### config.mk
export PLATFORM = sky130hd
export DESIGN_NAME = grc_ctrl
export DESIGN_NICKNAME = d
export VERILOG_FILES = /design/src/rtl/grid_ray_caster_column_top_macros.svh /design/src/rtl/grc_pkg.sv /design/src/rtl/grc_ctrl.sv
export SDC_FILE = /design/constraint.sdc
export NUM_CORES = 1
export LEC_CHECK = 0
export BUFFER_PORTS_ARGS = -buffer_cell sky130_fd_sc_hd__buf_2
export CORE_AREA = 5 5 42 44
export CTS_CLUSTER_SIZE = 8
export DETAILED_ROUTE_END_ITERATION = 16
export DIE_AREA = 0 0 47 49
export PLACE_DENSITY = 0.61
export REMOVE_ABC_BUFFERS = 1
export SYNTH_ARGS = -nofsm -noshare
export SYNTH_HDL_FRONTEND = slang
export SYNTH_SLANG_ARGS = --single-unit
### constraint.sdc
create_clock -name clock -period 3.98 [get_ports clock]
set_clock_uncertainty 0.2 [all_clocks]
set_input_delay 1.194 -clock clock [delete_from_list [all_inputs] [get_ports clock]]
set_output_delay 1.194 -clock clock [all_outputs]
set_load 0.005 [all_outputs]
### src/rtl/grid_ray_caster_column_top_macros.svh
// ----------------------------------------------------------------------------
// Grid ray caster assertion macros
// Shared concurrent assertion forms used at the end of the top level.
// ----------------------------------------------------------------------------
`ifndef GRID_RAY_CASTER_COLUMN_TOP_MACROS_SVH
`define GRID_RAY_CASTER_COLUMN_TOP_MACROS_SVH

// same-cycle implication, checked outside reset
`define GRC_ASSERT_NOW(label, ante, cons, msg) \
   label: assert property (@(posedge clock) disable iff (reset) (ante) |-> (cons)) \
      else $error(msg);

// next-cycle implication, checked outside reset
`define GRC_ASSERT_NEXT(label, ante, cons, msg) \
   label: assert property (@(posedge clock) disable iff (reset) (ante) |=> (cons)) \
      else $error(msg);

`endif

### src/rtl/grc_pkg.sv
// ----------------------------------------------------------------------------
// Grid ray caster package
// Shared types, constants and helpers of the column ray caster.
// ----------------------------------------------------------------------------
package grc_pkg;

   // map and texture geometry
   localparam int MAP_DIM        = 64;
   localparam int TEXTURE_WIDTH  = 64;
   localparam int TEXTURE_HEIGHT = 64;
   localparam int IDX_W          = $clog2(MAP_DIM);
   localparam int ADDR_W         = $clog2(MAP_DIM * MAP_DIM);
   localparam int MX_W           = ((IDX_W > 6) ? IDX_W : 6) + 2;
   localparam int STEP_LIMIT     = 2 * MAP_DIM + 2;
   localparam int STEP_W         = $clog2(STEP_LIMIT + 1);
   localparam int TCOL_W         = $clog2(TEXTURE_WIDTH);

   // datapath widths
   localparam int CAM_W   = 30;
   localparam int RD_W    = 32;
   localparam int PROD_W  = 49;
   localparam int DXQ_W   = 33;
   localparam int SIDE_W  = 49;
   localparam int NS_W    = MX_W + 18;
   localparam int TSP_W   = 38;

   // shared divider
   localparam int DIV_NW = 48;
   localparam int DIV_DW = 32;
   localparam int DIV_CW = $clog2(DIV_NW + 1);
   localparam logic [DIV_CW-1:0] CAM_STEPS   = DIV_CW'(29);
   localparam logic [DIV_CW-1:0] RECIP_STEPS = DIV_CW'(33);
   localparam logic [DIV_CW-1:0] DIST_STEPS  = DIV_CW'(NS_W + 16);
   localparam logic [DIV_CW-1:0] LH_STEPS    = DIV_CW'(28);
   localparam logic [DIV_CW-1:0] TS_STEPS    = DIV_CW'($clog2(TEXTURE_HEIGHT) + 17);

   // saturation limits
   localparam logic [SIDE_W-1:0] SAT_SIDE = {1'b1, {(SIDE_W-1){1'b0}}};
   localparam logic [23:0] DIST_MAX  = 24'hFFFFFF;
   localparam logic [15:0] SLICE_MAX = 16'hFFFF;
   localparam logic [22:0] TSTEP_MAX = 23'd4194304;

   // configuration port
   localparam int CSR_IDX_W = 3;
   localparam int CSR_DW    = 22;

   typedef enum logic [CSR_IDX_W-1:0] {
      CSR_SCREEN_WIDTH  = 3'd0,
      CSR_SCREEN_HEIGHT = 3'd1,
      CSR_EYE_X         = 3'd2,
      CSR_EYE_Y         = 3'd3,
      CSR_LOOK_X        = 3'd4,
      CSR_LOOK_Y        = 3'd5,
      CSR_FOV_PLANE_X   = 3'd6,
      CSR_FOV_PLANE_Y   = 3'd7
   } grc_csr_type;

   typedef enum logic {
      CMD_WRITE_CELL = 1'b0,
      CMD_CAST       = 1'b1
   } grc_command_type;

   typedef struct packed {
      logic        command;
      logic [5:0]  cell_row;
      logic [5:0]  cell_col;
      logic        cell_solid;
      logic [10:0] column;
   } grc_req_type;

   typedef struct packed {
      logic [10:0] column_out;
      logic        hit_side;
      logic        escaped;
      logic        ray_x_negative;
      logic        ray_y_negative;
      logic [23:0] wall_distance;
      logic [15:0] slice_height;
      logic [10:0] draw_top;
      logic [10:0] draw_bottom;
      logic [5:0]  texture_column;
      logic [22:0] texture_step;
      logic [22:0] texture_start;
   } grc_rsp_type;

   typedef enum logic [3:0] {
      ST_IDLE, ST_CAM_DIV, ST_RAY_MUL, ST_RAY_ADD, ST_DX_DIV, ST_DY_DIV,
      ST_SIDE, ST_WALK_STEP, ST_WALK_CHECK, ST_DIST_PREP, ST_DIST_DIV,
      ST_LH_DIV, ST_GEOM, ST_TS_DIV, ST_TSTART, ST_EMIT
   } grc_state_type;

   typedef enum logic [3:0] {
      OP_IDLE, OP_CAM_DIV, OP_RAY_MUL, OP_RAY_ADD, OP_DX_DIV, OP_DY_DIV,
      OP_SIDE, OP_WALK_STEP, OP_WALK_CHECK, OP_DIST_PREP, OP_DIST_DIV,
      OP_LH_DIV, OP_GEOM, OP_TS_DIV, OP_TSTART, OP_EMIT
   } grc_op_type;

   typedef struct packed {
      grc_op_type op;
      logic       div_start;
      logic       cell_write;
      logic       cast_capture;
   } grc_cmd_type;

   typedef struct packed {
      logic div_busy;
      logic div_done;
      logic walk_done;
      logic escaped;
      logic out_free;
   } grc_status_type;

   // map coordinate lies inside the grid
   function automatic logic in_map(logic signed [MX_W-1:0] m);
      return !m[MX_W-1] && ($unsigned(m) < MX_W'(MAP_DIM));
   endfunction

endpackage

### src/rtl/grc_ctrl.sv
// ----------------------------------------------------------------------------
// Grid ray caster controller
// Sequences one cast through divisions, grid walk and result hand-off.
// ----------------------------------------------------------------------------
module grc_ctrl
   import grc_pkg::*;
(
   input  logic           clock,
   input  logic           reset,
   input  logic           req_valid,
   input  logic           req_command,
   output logic           req_stall,
   input  grc_status_type status,
   output grc_cmd_type    cmd
);

   grc_state_type state_ff, state_in;
   logic          div_run_ff, div_run_in;

   always_ff @(posedge clock) begin
      if (reset) begin
         state_ff   <= ST_IDLE;
         div_run_ff <= 1'b0;
      end else begin
         state_ff   <= state_in;
         div_run_ff <= div_run_in;
      end
   end

   // next state and commands
   always_comb begin
      state_in         = state_ff;
      div_run_in       = div_run_ff;
      cmd.op           = OP_IDLE;
      cmd.div_start    = 1'b0;
      cmd.cell_write   = 1'b0;
      cmd.cast_capture = 1'b0;
      req_stall        = 1'b1;
      unique case (state_ff)
         ST_IDLE: begin
            req_stall = 1'b0;
            if (req_valid) begin
               if (req_command == CMD_CAST) begin
                  cmd.cast_capture = 1'b1;
                  state_in         = ST_CAM_DIV;
               end else begin
                  cmd.cell_write = 1'b1;
               end
            end
         end
         ST_CAM_DIV, ST_DX_DIV, ST_DY_DIV, ST_DIST_DIV, ST_LH_DIV, ST_TS_DIV: begin
            unique case (state_ff)
               ST_CAM_DIV:  cmd.op = OP_CAM_DIV;
               ST_DX_DIV:   cmd.op = OP_DX_DIV;
               ST_DY_DIV:   cmd.op = OP_DY_DIV;
               ST_DIST_DIV: cmd.op = OP_DIST_DIV;
               ST_LH_DIV:   cmd.op = OP_LH_DIV;
               default:     cmd.op = OP_TS_DIV;
            endcase
            // launch once, advance on completion
            if (!div_run_ff) begin
               cmd.div_start = 1'b1;
               div_run_in    = 1'b1;
            end else if (status.div_done) begin
               div_run_in = 1'b0;
               unique case (state_ff)
                  ST_CAM_DIV:  state_in = ST_RAY_MUL;
                  ST_DX_DIV:   state_in = ST_DY_DIV;
                  ST_DY_DIV:   state_in = ST_SIDE;
                  ST_DIST_DIV: state_in = ST_LH_DIV;
                  ST_LH_DIV:   state_in = ST_GEOM;
                  default:     state_in = ST_TSTART;
               endcase
            end
         end
         ST_RAY_MUL: begin
            cmd.op   = OP_RAY_MUL;
            state_in = ST_RAY_ADD;
         end
         ST_RAY_ADD: begin
            cmd.op   = OP_RAY_ADD;
            state_in = ST_DX_DIV;
         end
         ST_SIDE: begin
            cmd.op   = OP_SIDE;
            state_in = ST_WALK_STEP;
         end
         ST_WALK_STEP: begin
            if (status.walk_done) begin
               state_in = ST_DIST_PREP;
            end else begin
               cmd.op   = OP_WALK_STEP;
               state_in = ST_WALK_CHECK;
            end
         end
         ST_WALK_CHECK: begin
            cmd.op   = OP_WALK_CHECK;
            state_in = ST_WALK_STEP;
         end
         ST_DIST_PREP: begin
            cmd.op   = OP_DIST_PREP;
            state_in = status.escaped ? ST_EMIT : ST_DIST_DIV;
         end
         ST_GEOM: begin
            cmd.op   = OP_GEOM;
            state_in = ST_TS_DIV;
         end
         ST_TSTART: begin
            cmd.op   = OP_TSTART;
            state_in = ST_EMIT;
         end
         ST_EMIT: begin
            cmd.op = OP_EMIT;
            if (status.out_free) begin
               state_in = ST_IDLE;
            end
         end
         default: begin
            state_in = ST_IDLE;
         end
      endcase
   end

endmodule

==> qor.yml, run 1 <==
sta:
  setup-tns-final_ns: 0
  rsz0062_at_grt: "false"
  fmax_mhz: 326
  post-route-period-util_pct: 77.1
  worst_slew_pin_slew_ns: 0.529
  finalHoldViolCount: 0
  drv_slew: 0
  slew_headroom_pct: 64.7
  setup_viol: 0
  fin_crit_ns: 3.07
worst_setup_path:
  cp-start-kind: "input pin"
  timing.critical_path.max_delay_family: "buffers and inverters"
  end_kind: "primary output"
  cp_cell_sequence: "buf_2, nand2b_1, o21a_1, buf_2"
  r2r_start: "state_ff[1]$_SDFFE_PP0P_"
  worstSetupPathDepth: 4
  max_stage_delay_ns: 0.20
  critPathSlowestCell: "o21a_1"
  arrival_ns: 1.67
  crit_top_cell: "buf_2"
  critPathKind: "in2out"
  r2r_slack_ns: 2.11
  ff2ff_path_depth: 4
  worstPathMaxFanout: 3
  cp.required_ns: 2.59
  path_buf_inv: 2
  r2r-end: "state_ff[3]$_SDFFE_PP0P_"
floorplanning:
  die_y_um: 49
  start_util_pct: 33.3
  die-width_um: 47
  ios: 17
  core_mm2: 0.00140
  rows: 14
  die_area_mm2: 0.00230
synthesis:
  synthTopCellsByArea: "dfxtp_1 (21%), o21a_1 (6.4%), a221oi_4 (5.6%)"
  synth_most_common_cell: "nand2_1"
  synth_cell_types: 30
  yosys-top-cells-count: "nand2_1 (7), dfxtp_1 (5), nor2_1 (5), o21a_1 (4)"
  syn_avg_cell_area_um2: 7.65
  syn_inst: 61
  synth_warnings: 0
  synth_top_area_share_pct: 21.4
  ys_seq_area_share_pct: 21.4
  synth_ff_type: "dfxtp_1"
  synth_edf_count: 0
  synth.largest_area_cell: "dfxtp_1"
  synthArstFlopShare_pct: 0
  synth_area_um2: 467
  ys_ff_latch: 5
place:
  numPortBuffers: 15
  hpwl_um: 763
  place_area_um2: 523
  place_congestion: 0.714
cells_and_area:
  final_core_util_pct: 39.2
  diodes: 0
  drive_gt1_share_pct: 29.3
  nNetsFinal: 85
  multi_input_area_um2: 317
  synthToLayoutAreaGrowth_pct: 17.7
  final-seq-area_um2: 100
  fillers: 155
  final_area_um2: 549
clocking:
  clk_pin_slew_worst_paths_ns: 0.04
  cts_resized: 0
  ctsHoldBuffers: 0
  clk_path_buf_depth: 2
  h-tree-depth: 1
  clock_latency_ns: 0.24
  cts-root-buf: "clkbuf_4"
  cts_made_buffers: 3
  cts.sink_count: 5
  post_cts_buffers: 0
  cts_tree: "yes"
power:
  ir_drop_uv: 275
  total_power_uw: 345
  leakagePower_uw: 0.000251
  powerDensity_mw_per_mm2: 629
flow_run:
  cap_violations: 0
route:
  drt-total-wl_um: 987
  vias: 449
  drtAntennaViolNets: 0
  drtIter0Drc: 5
  route.detailed.drc: 0
  vias_per_cell: 4.93
  avgRoutedWirePerCell_um: 10.8
  drt_pre_antenna_iters: 3
worst_hold_path:
  hold_end: "div_run_ff$_SDFFE_PP0P_"
  worstHoldStart: "div_run_ff$_SDFFE_PP0P_"
  min_delay_path_depth: 2
  hold_path_class: "reg2reg"
global_route:
  first_global_vias: 396
  grt_pass1_wl_um: 1610
  grt_max_degree: 16
  grt-ovfl-total: 0
  antenna_found_initial: 0
  grt_use_total_pct: 9.37
status:
  outcome: "complete, no violations"
## routing by layer
layer  up-vias  GRT usage [%]  part of all wire, %
met5         -              0                    0
met4         0           5.53                    0
met3         0           2.58                  9.1
met2        12           12.9                   42
met1       194           12.6                   49
li1        243              -                    -
## worst min-delay path, delay by kind of cell, from the launching register on
kind | cells | cell delay, ns
AND/OR/NAND/NOR | 1 | 0.10
flip-flops | 1 | 0.31
AO/OA/AOI/OAI | 1 | 0.05
## logic make-up (layout without fill, tap and decap cells)
group | after synthesis | after routing | share of synthesized area (%)
DFF | 5 | 5 | 21.4
and+or+nand+nor | 29 | 29 | 33.0
muxes | 2 | 2 | 5.36
AOI/OAI and AO/OA | 17 | 17 | 29.5
buffers and inverters | 8 | 22 | 10.7
## registers in the layout (all words and copies together) (netlist names)
register,count
state_ff,4
div_run_ff,1
## how the worst max path moves through the flow
stage	startpoint	slack, ns	end
6_report	status[2]	0.91	cmd[3]
4_1_cts	status[2]	0.91	cmd[3]
3_5_place_dp	status[2]	0.91	cmd[3]
3_3_place_gp	status[2]	0.91	cmd[3]
5_1_grt	status[2]	0.87	cmd[3]
2_1_floorplan	status[2]	1.13	cmd[3]
## cell type report
class | count | share of cell area [%]
sequential | 5 | 18.2
multi-input combinational | 48 | 57.6
timing repair buffer | 15 | 13.7
tap | 16 | 3.64
inverter | 3 | 2.05
clock buffer | 4 | 4.78
## cell usage in the layout (no fill, tap or decap), types with 2 or more instances in the layout
master and n:
nor3_1 2, nand2b_1 3, nor2b_1 3, inv_1 3
nor2_1 5, and2_1 2, buf_2 15, or3_1 2
o21a_1 4, dfxtp_1 5, a21oi_1 2, o21ai_0 3
clkbuf_4 3, nand2_1 7
## stage by stage
stage / worst slack (ns) / hold WS [ns] / std cells
final: 0.912 / 0.319 / 91
after global routing: 0.867 / 0.398 / 91
after CTS: 0.909 / 0.321 / 91
after detailed placement: 0.911 / 0.313 / 87
after global placement: 0.911 / 0.301 / 87
after floorplan: 1.13 / 0.281 / 56
## report_power, final
part	internal [uW]	switching [uW]
Sequential	64.0	36.5
Clock	37.8	19.5
Combinational	96.5	91.1
Total	198	147
Note: power is estimated with default switching activity, not from simulation.
==> inputs of run 2 (changes only) <==
==> constraint.sdc (replaced) <==
create_clock -name clock -period 2.85 [get_ports clock]
set_clock_uncertainty 0.2 [all_clocks]
set_input_delay 0.855 -clock clock [delete_from_list [all_inputs] [get_ports clock]]
set_output_delay 0.855 -clock clock [all_outputs]
set_load 0.005 [all_outputs]
==> run 2 against run 1 <==
Flip-flop and latch count stayed put. Sequential share of layout area is 0.25 points lower. Power grew 44%. Global-route usage is 0.29 points lower. Cell area increased by 1.4%. Final cell count up 1.1%. Core utilization grew 0.54 points. Wire length up 4.9%. Via count up 5.1%. Setup slack worse by 0.67 ns. Largest cell class unchanged. Largest power group unchanged.
==> qor.yml, run 2 (synthesis results as in run 1) <==
global_route:
  busiest_layer: "met1"
  grt_util_met3_pct: 2.58  # unchanged
  grtUsageMet1_pct: 12.1  # -0.47 points
  first_global_vias: 364  # -8.1%
  antenna_found_initial: 0  # unchanged
  grtUsageMet2_pct: 11.8  # -1.1 points
  grt_pass1_wl_um: 1520  # -5.5%
  grt_use_total_pct: 9.08  # -0.29 points
  grt_max_degree: 15  # -1
  grt-ovfl-total: 0  # unchanged
worst_setup_path:
  path_buf_inv: 1  # -1
  critPathSlowestCell: "dfxtp_1"
  r2r_slack_ns: 0.99  # -1.12 ns
  ff2ff_path_depth: 4  # unchanged
  worstPathMaxFanout: 12  # +9
  cp.required_ns: 1.80  # -0.79 ns
  r2r_start: "state_ff[2]$_SDFFE_PP0P_"
  crit_start: "state_ff[2]$_SDFFE_PP0P_"
  end_kind: "primary output"
  max_stage_delay_ns: 0.55  # +0.35 ns
  r2r-end: "state_ff[3]$_SDFFE_PP0P_"
  cp-start-kind: "register"
  critPathKind: "reg2out"
  timing.critical_path.max_delay_family: "flip-flops"
  arrival_ns: 1.56  # -0.11 ns
  cp_cell_sequence: "o21bai_1, a22oi_1, nor2b_1, buf_2"
sta:
  drv_slew: 0  # unchanged
  setup_viol: 0  # unchanged
  fin_crit_ns: 2.61
  setup-tns-final_ns: 0  # unchanged
  finalHoldViolCount: 0  # unchanged
  post-route-period-util_pct: 91.7
  fmax_mhz: 383
  worst_slew_pin_slew_ns: 0.395  # -0.135 ns
  rsz0062_at_grt: "false"
  holdWs_ns: 0.316  # -0.00357 ns
  slew_headroom_pct: 73.6  # +9.0 points
route:
  avgRoutedWirePerCell_um: 11.3  # +3.7%
  drtIter0Drc: 10  # +5
  vias_per_cell: 5.13  # +4.0%
  route.detailed.drc: 0  # unchanged
  drtAntennaViolNets: 0  # unchanged
  vias: 472  # +5.1%
  drt-total-wl_um: 1040  # +4.9%
  drt_pre_antenna_iters: 4  # +1
worst_hold_path:
  hold_path_class: "reg2reg"
  hold_end: "div_run_ff$_SDFFE_PP0P_"
  worstHoldStart: "div_run_ff$_SDFFE_PP0P_"
  min_delay_path_depth: 2  # unchanged
clocking:
  cts_made_buffers: 3  # unchanged
  cts.sink_count: 5  # unchanged
  cts-root-buf: "clkbuf_4"
  ctsHoldBuffers: 0  # unchanged
  h-tree-depth: 1  # unchanged
  clock_latency_ns: 0.24  # about the same
  post_cts_buffers: 0  # unchanged
  clk_pin_slew_worst_paths_ns: 0.04  # about the same
  clk_path_buf_depth: 2  # unchanged
  cts_tree: "yes"
  cts_resized: 0  # unchanged
cells_and_area:
  layout.cells.most_common: "buf_2"
  diodes: 0  # unchanged
  synthToLayoutAreaGrowth_pct: 19.3
  largest_reg_flops: 4  # unchanged
  nNetsFinal: 86  # +1.2%
  regMostFlops: "state_ff"
  most-common-layout-cells: "buf_2 (15), nand2_1 (7), nor2_1 (5), dfxtp_1 (5), o21a_1 (4)"
  top_regs: "state_ff x4, div_run_ff x1"
  drive_gt1_share_pct: 30.3  # +0.93 points
floorplanning:
  die_area_mm2: 0.00230  # unchanged
  die-width_um: 47  # unchanged
  die_y_um: 49  # unchanged
  rows: 14  # unchanged
  start_util_pct: 33.3  # unchanged
  core_mm2: 0.00140  # unchanged
  ios: 17  # unchanged
status:
  outcome: "complete, no violations"
power:
  powerDensity_mw_per_mm2: 890  # +42%
  leakagePower_uw: 0.000256  # +2.1%
  ir_drop_uv: 373  # +36%
flow_run:
  cap_violations: 0  # unchanged
place:
  place_congestion: 0.715  # about the same
  hpwl_um: 787  # +3.2%
  numPortBuffers: 15  # unchanged
run 2: cell count changes in the layout (fill, tap and decap cells not counted):
cell   previous run  this run
buf_4             0         1
run 2: final cells by class:
cell class / count / area (um^2)
Fill cell: 164 / 845
Multi-Input combinational cell: 48 / 317
Sequential cell: 5 / 100
Timing Repair Buffer: 16 / 82.6
Clock buffer: 4 / 26.3
Tap cell: 16 / 20.0
Inverter: 3 / 11.3
run 2: power by group:
group / total (uW) / internal, uW / switching, uW
combinational: 299 / 143 / 156
clock: 79.6 / 52.8 / 26.8
sequential: 117 / 89.3 / 27.5
run 2: layer usage:
layer | part of all wire [%] | up-vias
li1 | - | 243
met1 | 47 | 211
met2 | 43 | 18
met3 | 9.1 | 0
met4 | 0 | 0
met5 | 0 | -
run 2: worst register-to-register path, stage by stage, from the launching register on:
cell and delay [ns]:
dfxtp_1 0.55, o21bai_1 0.20, a221oi_4 0.38, nor2_2 0.11, mux2_4 0.31
run 2: worst max-delay path by stage:
stage / endpoint / slack [ns] / cells after the start
after global routing: cmd[2] / 0.04 / 4
after floorplan: cmd[3] / 0.68 / 2
after detailed placement: cmd[3] / 0.46 / 4
final: cmd[2] / 0.24 / 4
after global placement: cmd[3] / 0.46 / 4
after CTS: cmd[2] / 0.22 / 4
run 2: through the flow:
stage,total power [uW],area (um^2),setup WS (ns),util (%),instances
6_report,496,557,0.238,39.7,92
5_1_grt,541,557,0.0374,39.7,92
4_1_cts,505,557,0.222,39.7,92
3_5_place_dp,419,531,0.461,37.9,88
3_3_place_gp,413,531,0.459,37.9,88
2_1_floorplan,327,428,0.675,-,56
